--- src/sv/uflre_pkg.sv ---
// uflre_pkg: shared types, widths and codes for the uart frame run-length encoder
// depends on nothing; every module of the block refers to it by scoped names

package uflre_pkg;

  // frame geometry
  localparam int DATA_BITS = 8;
  localparam int FRAME_MAX = DATA_BITS + 3;                 // start, data, parity, stop
  localparam int LEN_W     = $clog2(FRAME_MAX + 1);
  localparam int EXTRA_W   = 2;                             // extra stop half-bits, 0..2
  localparam int UNITS_W   = $clog2(2 * FRAME_MAX + 3);     // half-bit units of one run
  localparam int TICKS_W   = 16;
  localparam int PROD_W    = UNITS_W + TICKS_W;
  localparam int DUR_W     = 21;
  localparam int CFG_W     = 16;
  localparam int CFG_IDX_W = 2;

  // configuration register indexes
  localparam logic [CFG_IDX_W-1:0] CFG_PARITY = 2'd0;
  localparam logic [CFG_IDX_W-1:0] CFG_STOP   = 2'd1;
  localparam logic [CFG_IDX_W-1:0] CFG_TICKS  = 2'd2;

  // parity codes
  localparam logic [1:0] PARITY_NONE = 2'd0;
  localparam logic [1:0] PARITY_EVEN = 2'd1;
  localparam logic [1:0] PARITY_ODD  = 2'd2;

  // stop length codes
  localparam logic [1:0] STOP_ONE      = 2'd0;
  localparam logic [1:0] STOP_ONE_HALF = 2'd1;
  localparam logic [1:0] STOP_TWO      = 2'd2;

  typedef struct packed {
    logic [7:0] data_byte;
    logic       last_byte;
  } in_word_t;

  typedef struct packed {
    logic             line_level;
    logic [DUR_W-1:0] duration_ticks;
    logic             frame_last;
    logic             message_end;
  } out_word_t;

  typedef struct packed {
    logic [1:0]         parity_mode;
    logic [1:0]         stop_length;
    logic [TICKS_W-1:0] half_bit_ticks;   // already forced to at least one
  } cfg_t;

  // one framed byte, position 0 goes on the line first
  typedef struct packed {
    logic [FRAME_MAX-1:0] bits;
    logic [LEN_W-1:0]     len;
    logic [EXTRA_W-1:0]   extra;
    logic                 last_byte;
  } frame_t;

  // one merged run in half-bit units
  typedef struct packed {
    logic               level;
    logic [UNITS_W-1:0] units;
    logic               frame_last;
    logic               message_end;
  } run_t;

endpackage

--- src/sv/uflre_frame.sv ---
// uflre_frame: first stage, builds the bit frame of one byte and holds it
// depends on uflre_pkg

module uflre_frame (
  input  logic                clk,
  input  logic                rst_n,
  input  logic                in_valid,
  output logic                in_ready,
  input  uflre_pkg::in_word_t in_word,
  input  uflre_pkg::cfg_t     cfg,
  output logic                frame_valid,
  input  logic                frame_ready,
  output uflre_pkg::frame_t   frame
);

  logic                          valid_r;
  uflre_pkg::frame_t             frame_r;
  uflre_pkg::frame_t             frame_nxt;
  logic [uflre_pkg::DATA_BITS-1:0] data_ext;
  logic                          par_on;
  logic                          par_bit;

  assign in_ready    = !valid_r || frame_ready;
  assign frame_valid = valid_r;
  assign frame       = frame_r;

  // frame layout: low start, data lsb first, optional parity, high stop
  always_comb begin
    data_ext = uflre_pkg::DATA_BITS'(in_word.data_byte);
    par_on   = 1'b0;
    par_bit  = 1'b0;
    unique case (cfg.parity_mode)
      uflre_pkg::PARITY_EVEN: begin
        par_on  = 1'b1;
        par_bit = ^data_ext;
      end
      uflre_pkg::PARITY_ODD: begin
        par_on  = 1'b1;
        par_bit = ~(^data_ext);
      end
      default: begin
        par_on  = 1'b0;
        par_bit = 1'b0;
      end
    endcase

    frame_nxt.bits    = '1;
    frame_nxt.bits[0] = 1'b0;
    for (int j = 0; j < uflre_pkg::DATA_BITS; j++) begin
      frame_nxt.bits[1 + j] = data_ext[j];
    end
    frame_nxt.bits[uflre_pkg::DATA_BITS + 1] = par_on ? par_bit : 1'b1;
    frame_nxt.len = par_on ? uflre_pkg::LEN_W'(uflre_pkg::FRAME_MAX)
                           : uflre_pkg::LEN_W'(uflre_pkg::FRAME_MAX - 1);

    unique case (cfg.stop_length)
      uflre_pkg::STOP_ONE_HALF: frame_nxt.extra = uflre_pkg::EXTRA_W'(1);
      uflre_pkg::STOP_TWO:      frame_nxt.extra = uflre_pkg::EXTRA_W'(2);
      default:                  frame_nxt.extra = '0;
    endcase
    frame_nxt.last_byte = in_word.last_byte;
  end

  // stage valid
  always_ff @(posedge clk) begin
    if (!rst_n) begin
      valid_r <= 1'b0;
    end else if (in_ready) begin
      valid_r <= in_valid;
    end
  end

  // stage payload
  always_ff @(posedge clk) begin
    if (in_valid && in_ready) begin
      frame_r <= frame_nxt;
    end
  end

endmodule

--- src/sv/uflre_runs.sv ---
// uflre_runs: second stage, peels one run of equal bits off the frame per cycle while its run output is not stalled
// depends on uflre_pkg

module uflre_runs (
  input  logic              clk,
  input  logic              rst_n,
  input  logic              frame_valid,
  output logic              frame_ready,
  input  uflre_pkg::frame_t frame,
  output logic              run_valid,
  input  logic              run_take,
  output uflre_pkg::run_t   run
);

  logic                           busy_r;
  logic [uflre_pkg::FRAME_MAX-1:0] bits_r;
  logic [uflre_pkg::LEN_W-1:0]     len_r;
  logic [uflre_pkg::EXTRA_W-1:0]   extra_r;
  logic                           last_r;
  logic                           run_valid_r;
  uflre_pkg::run_t                run_r;
  uflre_pkg::run_t                run_nxt;

  logic                       going;
  logic [uflre_pkg::LEN_W-1:0] cnt;
  logic                       fl;
  logic                       emit;
  logic                       load;

  // length of the run at the bottom of the remaining frame
  always_comb begin
    going = 1'b1;
    cnt   = '0;
    for (int i = 0; i < uflre_pkg::FRAME_MAX; i++) begin
      if (going && (bits_r[i] == bits_r[0]) && (uflre_pkg::LEN_W'(i) < len_r)) begin
        cnt = cnt + 1'b1;
      end else begin
        going = 1'b0;
      end
    end
    fl = (cnt == len_r);
    run_nxt.level       = bits_r[0];
    run_nxt.units       = uflre_pkg::UNITS_W'({cnt, 1'b0})
                        + uflre_pkg::UNITS_W'(fl ? extra_r : '0);
    run_nxt.frame_last  = fl;
    run_nxt.message_end = fl && last_r;
  end

  assign emit        = busy_r && (!run_valid_r || run_take);
  assign frame_ready = !busy_r || (emit && fl);
  assign load        = frame_valid && frame_ready;
  assign run_valid   = run_valid_r;
  assign run         = run_r;

  // control: busy flag and output valid
  always_ff @(posedge clk) begin
    if (!rst_n) begin
      busy_r      <= 1'b0;
      run_valid_r <= 1'b0;
    end else begin
      if (load) begin
        busy_r <= 1'b1;
      end else if (emit && fl) begin
        busy_r <= 1'b0;
      end
      if (emit) begin
        run_valid_r <= 1'b1;
      end else if (run_take) begin
        run_valid_r <= 1'b0;
      end
    end
  end

  // remaining frame and emitted run
  always_ff @(posedge clk) begin
    if (load) begin
      bits_r  <= frame.bits;
      len_r   <= frame.len;
      extra_r <= frame.extra;
      last_r  <= frame.last_byte;
    end else if (emit) begin
      bits_r <= bits_r >> cnt;
      len_r  <= len_r - cnt;
    end
    if (emit) begin
      run_r <= run_nxt;
    end
  end

endmodule

--- src/sv/uflre_scale.sv ---
// uflre_scale: last stage, scales run units by the half-bit tick count into the output register
// depends on uflre_pkg

module uflre_scale (
  input  logic                          clk,
  input  logic                          rst_n,
  input  logic                          run_valid,
  output logic                          run_take,
  input  uflre_pkg::run_t               run,
  input  logic [uflre_pkg::TICKS_W-1:0] ticks,
  output logic                          out_valid,
  input  logic                          out_ready,
  output uflre_pkg::out_word_t          out_word
);

  logic                          out_valid_r;
  uflre_pkg::out_word_t          out_word_r;
  uflre_pkg::out_word_t          out_word_nxt;
  logic [uflre_pkg::PROD_W-1:0]  prod;

  assign run_take  = !out_valid_r || out_ready;
  assign out_valid = out_valid_r;
  assign out_word  = out_word_r;

  // duration in ticks
  always_comb begin
    prod = uflre_pkg::PROD_W'(run.units) * uflre_pkg::PROD_W'(ticks);
    out_word_nxt.line_level     = run.level;
    out_word_nxt.duration_ticks = uflre_pkg::DUR_W'(prod);
    out_word_nxt.frame_last     = run.frame_last;
    out_word_nxt.message_end    = run.message_end;
  end

  always_ff @(posedge clk) begin
    if (!rst_n) begin
      out_valid_r <= 1'b0;
    end else if (run_take) begin
      out_valid_r <= run_valid;
    end
  end

  always_ff @(posedge clk) begin
    if (run_take && run_valid) begin
      out_word_r <= out_word_nxt;
    end
  end

endmodule

--- src/sv/uart_frame_run_length_encoder.sv ---
// uart_frame_run_length_encoder: three-stage frame, run and scale pipeline
// an accepted word goes from the frame register into the run stage; its runs pass the run and output registers
// throughput: one run per cycle while the output is not stalled; a byte gives as many runs
//   as its frame has (two to ten), set by the run stage peeling one run per cycle
// reset: synchronous active low, clears all valid bits and loads the register
//   defaults (no parity, one stop bit, one tick per half bit)

module uart_frame_run_length_encoder (
  input  logic                                clk,
  input  logic                                rst_n,
  input  logic                                in_valid,
  output logic                                in_ready,
  input  uflre_pkg::in_word_t                 in_word,
  output logic                                out_valid,
  input  logic                                out_ready,
  output uflre_pkg::out_word_t                out_word,
  input  logic                                cfg_we,
  input  logic [uflre_pkg::CFG_IDX_W-1:0]     cfg_index,
  input  logic [uflre_pkg::CFG_W-1:0]         cfg_data
);

  logic [1:0]                    parity_r;
  logic [1:0]                    stop_r;
  logic [uflre_pkg::TICKS_W-1:0] ticks_r;
  uflre_pkg::cfg_t               cfg;

  logic              frame_valid;
  logic              frame_ready;
  uflre_pkg::frame_t frame;
  logic              run_valid;
  logic              run_take;
  uflre_pkg::run_t   run;

  // configuration registers
  always_ff @(posedge clk) begin
    if (!rst_n) begin
      parity_r <= uflre_pkg::PARITY_NONE;
      stop_r   <= uflre_pkg::STOP_ONE;
      ticks_r  <= uflre_pkg::TICKS_W'(1);
    end else if (cfg_we) begin
      unique case (cfg_index)
        uflre_pkg::CFG_PARITY: parity_r <= cfg_data[1:0];
        uflre_pkg::CFG_STOP:   stop_r   <= cfg_data[1:0];
        uflre_pkg::CFG_TICKS:  ticks_r  <= cfg_data[uflre_pkg::TICKS_W-1:0];
        default: ;
      endcase
    end
  end

  // a zero tick count acts as one
  always_comb begin
    cfg.parity_mode    = parity_r;
    cfg.stop_length    = stop_r;
    cfg.half_bit_ticks = (ticks_r == '0) ? uflre_pkg::TICKS_W'(1) : ticks_r;
  end

  uflre_frame u_frame (
    .clk         (clk),
    .rst_n       (rst_n),
    .in_valid    (in_valid),
    .in_ready    (in_ready),
    .in_word     (in_word),
    .cfg         (cfg),
    .frame_valid (frame_valid),
    .frame_ready (frame_ready),
    .frame       (frame)
  );

  uflre_runs u_runs (
    .clk         (clk),
    .rst_n       (rst_n),
    .frame_valid (frame_valid),
    .frame_ready (frame_ready),
    .frame       (frame),
    .run_valid   (run_valid),
    .run_take    (run_take),
    .run         (run)
  );

  uflre_scale u_scale (
    .clk       (clk),
    .rst_n     (rst_n),
    .run_valid (run_valid),
    .run_take  (run_take),
    .run       (run),
    .ticks     (cfg.half_bit_ticks),
    .out_valid (out_valid),
    .out_ready (out_ready),
    .out_word  (out_word)
  );

endmodule

--- config.mk ---
export PLATFORM = sky130hd
export DESIGN_NAME = uart_frame_run_length_encoder
export DESIGN_NICKNAME = d
export VERILOG_FILES = /design/src/sv/uflre_pkg.sv /design/src/sv/uflre_frame.sv /design/src/sv/uflre_runs.sv /design/src/sv/uflre_scale.sv /design/src/sv/uart_frame_run_length_encoder.sv
export SDC_FILE = /design/constraint.sdc
export NUM_CORES = 1
export LEC_CHECK = 0
export ABC_CLOCK_PERIOD_IN_PS = 10200
export BUFFER_PORTS_ARGS = -buffer_cell sky130_fd_sc_hd__buf_4
export CELL_PAD_IN_SITES_DETAIL_PLACEMENT = 1
export CELL_PAD_IN_SITES_GLOBAL_PLACEMENT = 1
export CORE_MARGIN = 1
export CORE_UTILIZATION = 44
export CTS_CLUSTER_DIAMETER = 60
export DETAILED_ROUTE_END_ITERATION = 16
export GPL_TIMING_DRIVEN = 1
export PLACE_DENSITY_LB_ADDON = 0.1
export SLEW_MARGIN = 30
export SYNTH_ARGS = -nofsm -noshare
export SYNTH_HDL_FRONTEND = slang
export SYNTH_HIERARCHICAL = 1
export SYNTH_SLANG_ARGS = --single-unit
--- constraint.sdc ---
create_clock -name clk -period 10.2 [get_ports clk]
set_clock_uncertainty 0.1 [all_clocks]
set_input_delay 1.53 -clock clk [delete_from_list [all_inputs] [get_ports clk]]
set_output_delay 1.53 -clock clk [all_outputs]
set_load 0.01 [all_outputs]
==> impl_metrics.ini <==
[sta]
tns_ns = 0
tightestPinTransition_ns = 0.861
finalCritPeriodShare = 0.953
finalWorstSetupSlack_ns = 0.482
rsz0062_at_grt = no
relSlewSlack = 0.411
slew_violations = 0
setup_violations = 0
final-hold-violation-count = 0
final.min_clock_period_ns = 9.72
holdWs_ns = 0.324
max_freq_ghz = 0.103

[power_and_ir_drop]
worst_ir_drop_vdd_mv = 0.205
powerDensity_nw_per_um2 = 350
finalPower_mw = 3.05
p_leak_nw = 3.91

[die]
start_util = 0.457
core_um2 = 16800
fp.dieW_um = 134
io_pins = 58
num_rows = 47
dieArea_um2 = 17900
die_y_um = 134

[outcome]
run_status = finished, final reports clean

[flow_run]
maxCapViolations = 0

[synth]
synth_cells = 789
synth-edff-count = 63
ys.flop_type = edfxtp_1
synth_fa_ha_area_frac = 0.189
yosysUniqueCellTypes = 79
mappedNetlistArea_um2 = 7650
synthXorXnorAreaFrac = 0.0672
synth.area.mux_share = 0.0628
synth_seq_cells = 87
ys.warnings.count = 6
yosys.area_share.simple = 0.179
syn_avg_cell_area_um2 = 9.70
synth_compound_area_frac = 0.120
synth_most_common_cell = nand2_1
synth_top_family_by_area = adder cells
synth_top_cell_by_area = edfxtp_1
ys_top_cells_by_area = edfxtp_1, fa_1, ha_1, dfxtp_1, and2_1
synth_top_area_frac = 0.247
async_reset_ff_frac = 0
ys_seq_area_frac = 0.310
synth_common_cells = nand2_1, inv_1, and2_1

[clock_tree]
clock_path_buffers = 2
ctsHoldBuffers = 0
cts-root-buf = clkbuf_16
clk_latency_ns = 0.35
h-tree-depth = 3
cts_sinks = 87
cts_made_buffers = 9
cts.clk_slew.worst_paths_ns = 0.07
cts_tree = done

[final_layout]
syn_to_final_growth_pct = 14.0
insertedDiodeCount = 0
utilization = 0.521
nets = 960
register_area_um2 = 2370
fillers = 1889
multi_input_area_um2 = 4860
final_cells = 1063
final_design_area_no_fill_um2 = 8730
drive_gt1_frac = 0.173

[detailed_routing]
dr.pass1.iters = 4
vias = 5697
post_drt_wl_per_cell_um = 17.7
drtAntennaViolNets = 0
drc = 0
viasPerCell = 5.36
totalWireLength_um = 18800
drtIter0Drc = 180

[global_routing]
grt_use_total = 0.219
grt_max_degree = 25
grt_pass1_vias = 6145
grt_pass1_wl_um = 31000
antenna_found_initial = 0
grt_overflow = 0

[setup_path]
ff2ff_setup_slack_ns = 1.71
worstPathRequired_ns = 8.57
path_class = reg2out
arrival_ns = 8.09
critPathLaunchType = register
crit_path_end_kind = output pin
crit_slowest_cell = edfxtp_1
cpMostUsedCell = ha_1
cpPeakStageDelay_ns = 0.41
critPathMaxFanout = 7

[placed_design]
io_buffers = 57
dpl.cell_count = 1035
placed_area_um2 = 8220
place_congestion = 0.858
pre_cts_ws_ns = 0.273
hpwl_um = 14600

[min_path]
holdCritPathClass = reg2reg
path summary, 6_finish.rpt:
kind                                        from                  end  depth (start not counted)
worst min register to register     u_runs/run[0]  u_scale/out_word[0]                          0
worst max-delay path            u_runs/bits_r[0]             in_ready                         42
worst max register to register  u_runs/bits_r[0]     u_frame/frame[3]                         42
worst min-delay path               u_runs/run[0]  u_scale/out_word[0]                          0
flip-flops by register name (all words and copies together), names as in the netlist:
| register | cells |
|---|---|
| u_scale/out_word | 24 |
| ticks_r | 16 |
| u_frame/frame | 13 |
| u_runs/bits_r | 11 |
| u_runs/run | 8 |
| u_runs/len_r | 4 |
| parity_r | 2 |
| stop_r | 2 |
| u_runs/extra_r | 2 |
| u_frame/frame_valid | 1 |
| u_runs/busy_r | 1 |
| u_runs/last_r | 1 |
| u_runs/run_valid | 1 |
| u_scale/out_valid | 1 |
timing repair:
action,CTS,global route
cloned,0,0
setup endpoints to repair,1,1
resized for setup,2,18
buffers inserted,3,9
endpoints found under the hold margin,0,0
pin swaps,0,8
kinds of logic (layout without fill, tap and decap cells):
family | count (synthesis) | after routing
buffers and inverters | 127 | 178
XOR/XNOR | 54 | 54
flip-flops | 87 | 87
AND/OR/NAND/NOR | 258 | 258
adder cells (fa/ha/maj) | 90 | 90
other | 2 | 5
AO/OA/AOI/OAI | 125 | 125
multiplexers | 46 | 46
report_power, final:
group	switching, mW	internal (mW)	leakage [nW]	total, mW
clock network	0.157	0.196	0.149	0.352
registers	0.0956	0.520	0.796	0.615
logic	1.14	0.946	2.97	2.09
layer usage:
| metal | track usage | share of wire | vias to the layer above |
|---|---|---|---|
| met5 | 0 | 0 | - |
| met4 | 0.0568 | 0.011 | 0 |
| met3 | 0.0314 | 0.029 | 16 |
| met2 | 0.365 | 0.47 | 88 |
| met1 | 0.299 | 0.49 | 2817 |
| li1 | - | - | 2776 |
layout by cell type, fill, tap and decap left out, types with 3 or more instances in the layout:
cell	n
nand2_1	87
inv_1	81
buf_4	77
and2_1	65
edfxtp_1	63
ha_1	43
fa_1	43
mux2i_1	35
xnor2_1	35
dfxtp_1	24
a21oi_1	20
nor2_1	19
nor3_1	15
xor2_1	14
a21o_1	14
o21ai_0	12
a21boi_1	10
nand4_1	10
a21boi_0	9
clkbuf_16	9
and3_1	8
mux2_2	8
nand3_1	7
nor2b_1	7
nor4_1	6
o21a_1	6
o211ai_1	6
nand2b_1	5
conb_1	5
a31oi_1	5
a211oi_1	5
a21oi_2	4
o21ai_1	4
ha_4	4
or3_1	3
nand3_2	3
o31a_1	3
inv_2	3
worst max-delay path, delay by kind of cell, from the launching register on:
family / cells / cell delay, ns
AOI/OAI and AO/OA: 9 / 1.44
xor gates and xnor gates: 5 / 0.96
adders and majority gates: 10 / 2.58
buffers and inverters: 4 / 0.39
DFF: 1 / 0.41
muxes: 1 / 0.20
and+or+nand+nor: 13 / 1.75
area by class of cell:
type | instances | share of cell area
clock buffer | 9 | 0.0258
clock inverter | 7 | 0.0103
inverter | 84 | 0.0361
multi-input combinational | 578 | 0.557
sequential | 87 | 0.272
tap | 220 | 0.0315
timing repair buffer | 78 | 0.0675
No activity file was read; power rests on OpenSTA's default activity.
